===== config.mk =====
export PLATFORM = sky130hd
export DESIGN_NAME = kti_lane
export DESIGN_NICKNAME = d
export VERILOG_FILES = /design/src/rtl/kti_pkg.sv /design/src/rtl/kti_lane.sv
export SDC_FILE = /design/constraint.sdc
export NUM_CORES = 2
export LEC_CHECK = 0
export BUFFER_PORTS_ARGS = -buffer_cell sky130_fd_sc_hd__buf_4
export CORE_MARGIN = 2
export CORE_UTILIZATION = 45
export DETAILED_ROUTE_END_ITERATION = 10
export GPL_TIMING_DRIVEN = 0
export PLACE_DENSITY = 0.7
export SLEW_MARGIN = 20
export SYNTH_ARGS = -nofsm -noshare
export SYNTH_HDL_FRONTEND = slang
export SYNTH_SLANG_ARGS = --single-unit

===== constraint.sdc =====
create_clock -name clk_i -period 14.7 [get_ports clk_i]
set_input_delay 2.94 -clock clk_i [delete_from_list [all_inputs] [get_ports clk_i]]
set_output_delay 2.94 -clock clk_i [all_outputs]
set_load 0.02 [all_outputs]

===== src/rtl/kti_pkg.sv =====
// ----------------------------------------------------------------------------
// kti_pkg
// Types and constants of the keyframe track interpolator.
// ----------------------------------------------------------------------------
`timescale 1ns / 1ps

package kti_pkg;

  typedef enum logic [1:0] {
    CMD_CLEAR  = 2'd0,
    CMD_APPEND = 2'd1,
    CMD_EVAL   = 2'd2
  } cmd_e;

  typedef enum logic [1:0] {
    SRC_STATIC  = 2'd0,
    SRC_DEFAULT = 2'd1,
    SRC_HELD    = 2'd2,
    SRC_BLEND   = 2'd3
  } src_e;

  typedef enum logic [1:0] {
    MODE_STEP    = 2'd0,
    MODE_LINEAR  = 2'd1,
    MODE_HERMITE = 2'd2,
    MODE_BEZIER  = 2'd3
  } mode_e;

  localparam logic [2:0] REG_MODE       = 3'd0;
  localparam logic [2:0] REG_STATIC_XY  = 3'd1;
  localparam logic [2:0] REG_STATIC_ZW  = 3'd2;
  localparam logic [2:0] REG_DEFAULT_XY = 3'd3;
  localparam logic [2:0] REG_DEFAULT_ZW = 3'd4;

  localparam int unsigned WEIGHT_W = 18;
  localparam int unsigned ACC_W    = 52;

  localparam logic signed [ACC_W-1:0] Q48_ONE = 52'sh1000000000000;
  localparam logic signed [ACC_W-1:0] RND32   = 52'sh0000080000000;
  localparam logic signed [ACC_W-1:0] RND16   = 52'sh0000000008000;
  localparam logic signed [ACC_W-1:0] SAT_MAX = 52'sh000007FFFFFFF;
  localparam logic signed [ACC_W-1:0] SAT_MIN = -52'sh000080000000;

  typedef logic signed [WEIGHT_W-1:0] weight_t;

  typedef struct packed {
    logic [1:0]         command;
    logic signed [31:0] sample_time;
    logic signed [31:0] interval_start;
    logic signed [31:0] interval_end;
    logic [63:0]        value_xy;
    logic [63:0]        value_zw;
    logic [63:0]        in_tan_xy;
    logic [63:0]        in_tan_zw;
    logic [63:0]        out_tan_xy;
    logic [63:0]        out_tan_zw;
  } kti_in_t;

  typedef struct packed {
    logic [63:0] result_xy;
    logic [63:0] result_zw;
    src_e        source;
  } kti_out_t;

  // components packed {w, z, y, x}
  typedef struct packed {
    logic signed [31:0] key_time;
    logic [127:0]       value;
    logic [127:0]       in_tan;
    logic [127:0]       out_tan;
  } key_t;

  typedef struct packed {
    logic        start;
    logic [31:0] num;
    logic [31:0] den;
    mode_e       mode;
  } wgt_req_t;

  typedef struct packed {
    logic    clr;
    logic    en;
    weight_t wt;
  } lane_ctl_t;

endpackage


===== src/rtl/kti_lane.sv =====
// ----------------------------------------------------------------------------
// kti_lane
// One component lane: multiply-accumulate over the four operands, then
// round to Q16.16 and saturate.
// ----------------------------------------------------------------------------
`timescale 1ns / 1ps

module kti_lane (
  input  logic               clk_i,
  input  kti_pkg::lane_ctl_t ctl_i,
  input  logic signed [31:0] operand_i,
  output logic [31:0]        result_o
);
  import kti_pkg::*;

  logic signed [ACC_W-1:0] acc_q, acc_d;
  logic signed [49:0]      prod;
  logic signed [ACC_W-1:0] scaled;

  assign prod = operand_i * ctl_i.wt;

  always_comb begin
    acc_d = acc_q;
    if (ctl_i.clr) begin
      acc_d = '0;
    end else if (ctl_i.en) begin
      acc_d = acc_q + ACC_W'(prod);
    end
  end

  always_ff @(posedge clk_i) begin
    acc_q <= acc_d;
  end

  assign scaled = (acc_q + RND16) >>> 16;

  always_comb begin
    if (scaled > SAT_MAX) begin
      result_o = 32'h7fff_ffff;
    end else if (scaled < SAT_MIN) begin
      result_o = 32'h8000_0000;
    end else begin
      result_o = scaled[31:0];
    end
  end

endmodule


# Yosys cells after proc, flatten, opt, wreduce, memory -nomap -nowiden
# Index checks and enable logic that the tools add are counted.
# Widths: inputs -> output; s select.
# word_totals
reg_bits,52
latch_bits,0
mem_bits_rw,0
mem_bits_ro,0
input_bits,53
word_cells,8
mem_count,0
# op_classes
addsub,2
multipliers,1
div_mod_pow,0
n_lt_le_gt_ge,2
n_eq_ne,0
shift,0
muxes,2
n_bitwise,0
n_reduce_logical,0
# ops
cell,n
$mux 32,2
$add 52x17->52 const B,1
$add 52x50->52,1
$mul 32x18->50,1
$gt 36x32->1 const B,1
$lt 36x32->1 const B,1

# Logic depth before layout (Yosys ltp)
# depth
ltp_word,4
mapped_depth,27
depth_no_buf,24

# Worst setup path before layout
# Ideal clock, no wire load.
# synth_timing
path_kind,input -> register
startpoint,input operand_i[31]
endpoint,register acc_q[48]
setup_ps,117
arrival_ps,9648
t_required_ps,14583
setup_slack_ps,4935
cell_stages,21
n_path_buf,3
cell_sequence,clkbuf_1 > clkbuf_1 > nand2_1 > fa_1 > inv_1 > fa_1 > fa_1 > fa_1 > fa_1 > fa_1 > ha_1 > ha_1 > buf_2 > a21oi_2 > o21bai_1 > a21o_1 > a2111o_1 > a32o_1 > o21a_1 > or3_1 > a32o_1
# synth_via
elab_chain_cells,2
# synth_lines
element,line,source
from (decl),kti_lane.sv:11,"input logic signed [31:0] operand_i,"
$mul 32x18->50,kti_lane.sv:20,assign prod = operand_i * ctl_i.wt;
$add 52x50->52,kti_lane.sv:27,acc_d = acc_q + ACC_W'(prod);
to (signal assigned),kti_lane.sv:32,acc_q <= acc_d;
to (decl),kti_lane.sv:16,"logic signed [ACC_W-1:0] acc_q, acc_d;"
# Every way passes these cells.
# A chain may end at the register's enable or synchronous reset.

# Final worst setup path
# layout_timing
startpoint,input operand_i[31]
endpoint,register acc_q[47]
# The elaborated chain is that of the path after synthesis.

==> out/summary.txt <==
Outcome -> completed
Die Ht -> 238 um
Worst-Skew Late Latency -> 0.30 ns
Overall routing resource usage -> 26.2%
Port bufs -> 80
Clk_skew -> 0.00793 ns
CTS HTree Levels -> 2
CTS tree -> done
Worst path top cell family by delay -> adder cells
Bufs and invs on worst path -> 4
Crit-path max cell delay -> 1.09 ns
Min cycle time layout -> 10.75 ns
Sinks on Clock Net -> 52
Count of final hold-check violations -> 0
Hold_buf cts -> 0
Critical R2R Capture -> acc_q[47]$_SDFFE_PP0P_
Reg-to-Reg Start -> acc_q[34]$_SDFFE_PP0P_
Max Slew Vio Count -> 0
Core area -> 0.0539 sq mm
Commonest non-fill, non-tap cell in the layout -> inv_1
Number of synthesized register bits -> 52
Vias in the first global route -> 20177
Most frequent CP cell -> fa_1
Synth Flop Type -> dfxtp_1
Vias per inst -> 5.43
Hold WC Path Type -> flip-flop to flip-flop
Layout Utilization -> 48.6%
Fin crit share -> 73.1%
Clk slew on worst S/H paths -> 0.08 ns
Clk root buf -> clkbuf_16
Layout area overhead -> 6.76%
Async set-reset flop share out of synthesis -> 0%
Starting Density -> 45.6%
DR iter-0 viols -> 1420
Sum Neg Setup Slack -> 0 ns
CTS max path bufs -> 2
Largest Register -> acc_q
Overall routed net length -> 71000 um
Num CTS Buffers -> 5
DP Cell Count -> 3501
Finish-stage setup viols -> 0
Most frequent cells in the layout -> inv_1 (622), fa_1 (613), nand2_1 (316)
Cell depth of the worst hold path -> 2
DPL Wire Length -> 62600 um
Worst Setup Start Kind -> primary input
First-pass GRT wire length -> 112000 um
First-pass DRT Iterations -> 6
Mapped cell area -> 0.0246 sq mm
Top flop regs -> acc_q: 52 flops
GPL Wtd Cong -> 0.986
Nets -> 3623
# resized after CTS -> 0
Crit-path max FO -> 15
RSZ-0062 raised after global routing -> false
CP Data Required Time -> 14.92 ns
Post-route DRC -> 0
Syn_nets -> 3536
Die X -> 238 um
Critical Path Sink Type -> flip-flop
I/O pin count -> 85
Worst R2R Path Depth -> 15
R2r setup slk -> 8.70 ns
Synth warn -> 0
Max-cap violations -> 0
Number of enable flip-flop cells after synthesis -> 0
Rows -> 85
Fill count -> 5186
Post-route non-filler standard cell count -> 3514
Slew at the pin with the worst max-slew slack -> 0.940 ns
GR Overflow Total -> 0
Mean post-synth cell area -> 9.02 sq um
Hold Crit Start -> acc_q[29]$_SDFFE_PP0P_
Arrival time worst endpoint -> 10.97 ns
Largest net degree at the start of global routing -> 17
Critical path type -> primary input to flip-flop
Count of cell types in the netlist -> 74
Die footprint -> 0.0565 sq mm
DR WL/cell -> 20.2 um
Max transition margin -> 37.2%
ANT nets after route -> 0
Fmax -> 0.0930 GHz
Hold EP -> acc_q[29]$_SDFFE_PP0P_
Layout cell share with drive strength beyond 1 -> 3.95%
Vias post-DR -> 19094
Highest-delay cell along the critical path -> fa_1
CP Cell Sequence -> clkbuf_1, clkbuf_1, nand2_1, fa_1, inv_1, fa_1, fa_1, fa_1, fa_1, fa_1, ha_1, ha_1, clkbuf_1, nand4_1, or4_1, a211oi_1, o211ai_1, and3_1, o31ai_1
Post-CTS setup buffer count -> 0
Mapped Cells -> 2725
Post-synthesis sequential area ratio -> 4.24%
Largest register FFs -> 52
Initial antenna violation count -> 2
==> final cells by class <==
type / instances / area, sq um / share of cell area (%)
multi-input cells: 1920 / 20700 / 78.9
inverters: 623 / 2340 / 8.91
plain buffers: 130 / 502 / 1.91
diodes: 5 / 12.5 / 0.0477
clock buffers: 6 / 139 / 0.529
well taps: 696 / 871 / 3.32
clock inverters: 2 / 38.8 / 0.148
repair buffers: 80 / 601 / 2.29
flip-flops and latches: 52 / 1040 / 3.97
==> synthesized netlist by cell type, types with 4 or more instances <==
library cell | number | area (sq um)
nor3_1 | 13 | 65.1
mux2i_1 | 22 | 220
xor2_1 | 25 | 219
nand2_1 | 316 | 1190
ha_1 | 145 | 1810
or3_1 | 4 | 25.0
nor2_1 | 85 | 319
o21ai_1 | 26 | 130
nor2b_1 | 4 | 25.0
o211ai_1 | 5 | 37.5
a21boi_0 | 4 | 30.0
inv_1 | 622 | 2330
buf_2 | 5 | 25.0
and2_1 | 290 | 1810
fa_1 | 613 | 12300
xnor2_1 | 47 | 412
a21oi_1 | 64 | 320
a21o_1 | 28 | 210
nand2b_1 | 10 | 62.6
and4_1 | 8 | 70.1
o31ai_1 | 8 | 60.1
a31oi_1 | 5 | 31.3
nand3_1 | 32 | 160
and3_1 | 12 | 75.1
nand4_1 | 28 | 175
o21a_1 | 10 | 75.1
a211oi_1 | 9 | 67.6
clkbuf_1 | 118 | 443
buf_1 | 5 | 18.8
a22o_1 | 4 | 35.0
dfxtp_1 | 52 | 1040
o21ai_0 | 40 | 200
o21bai_1 | 5 | 37.5
==> how the worst max path moves through the flow <==
stage	startpoint	endpoint	slack (ns)	cells after the start
floorplan	operand_i[31]	acc_q[48]$_SDFFE_PP0P_	4.94	21
global placement	operand_i[31]	acc_q[47]$_SDFFE_PP0P_	3.81	19
detailed placement	operand_i[31]	acc_q[47]$_SDFFE_PP0P_	3.79	19
CTS	operand_i[31]	acc_q[47]$_SDFFE_PP0P_	4.06	19
global route	operand_i[31]	acc_q[47]$_SDFFE_PP0P_	3.59	19
finish	operand_i[31]	acc_q[47]$_SDFFE_PP0P_	3.95	19
==> per-layer routing <==
metal	vias to the layer above	GRT usage (%)	wire [um]
met2	803	44.1	34600
met4	0	11.4	3660
met1	9801	33.2	27100
met5	-	0	0
met3	174	4.56	5690
li1	8316	-	-
==> logic make-up after synthesis <==
logic type	Yosys count	synth area share, %
simple gates	820	16.8
fa+ha+maj	758	57.3
buf+inv	753	11.6
compound gates	248	6.56
xor+xnor	72	2.57
flops	52	4.24
mux	22	0.896
==> stage by stage <==
step	instance area, sq um	hold slack [ns]	worst slack [ns]
5_1_grt	26200	0.503	3.59
2_1_floorplan	24600	0.425	4.94
4_1_cts	26200	0.490	4.06
6_report	26200	0.497	3.95
3_5_place_dp	26000	0.472	3.79
3_3_place_gp	26000	0.464	3.81
==> worst min-delay path: cells and delay by family, from the launching register on <==
family,cells,cell delay [ns]
AND/OR/NAND/NOR,1,0.05
AO/OA/AOI/OAI,1,0.06
flip-flops,1,0.33
Power is not shown: default switching activity piles up to over one toggle a cycle in this logic, so the estimate is an artifact.
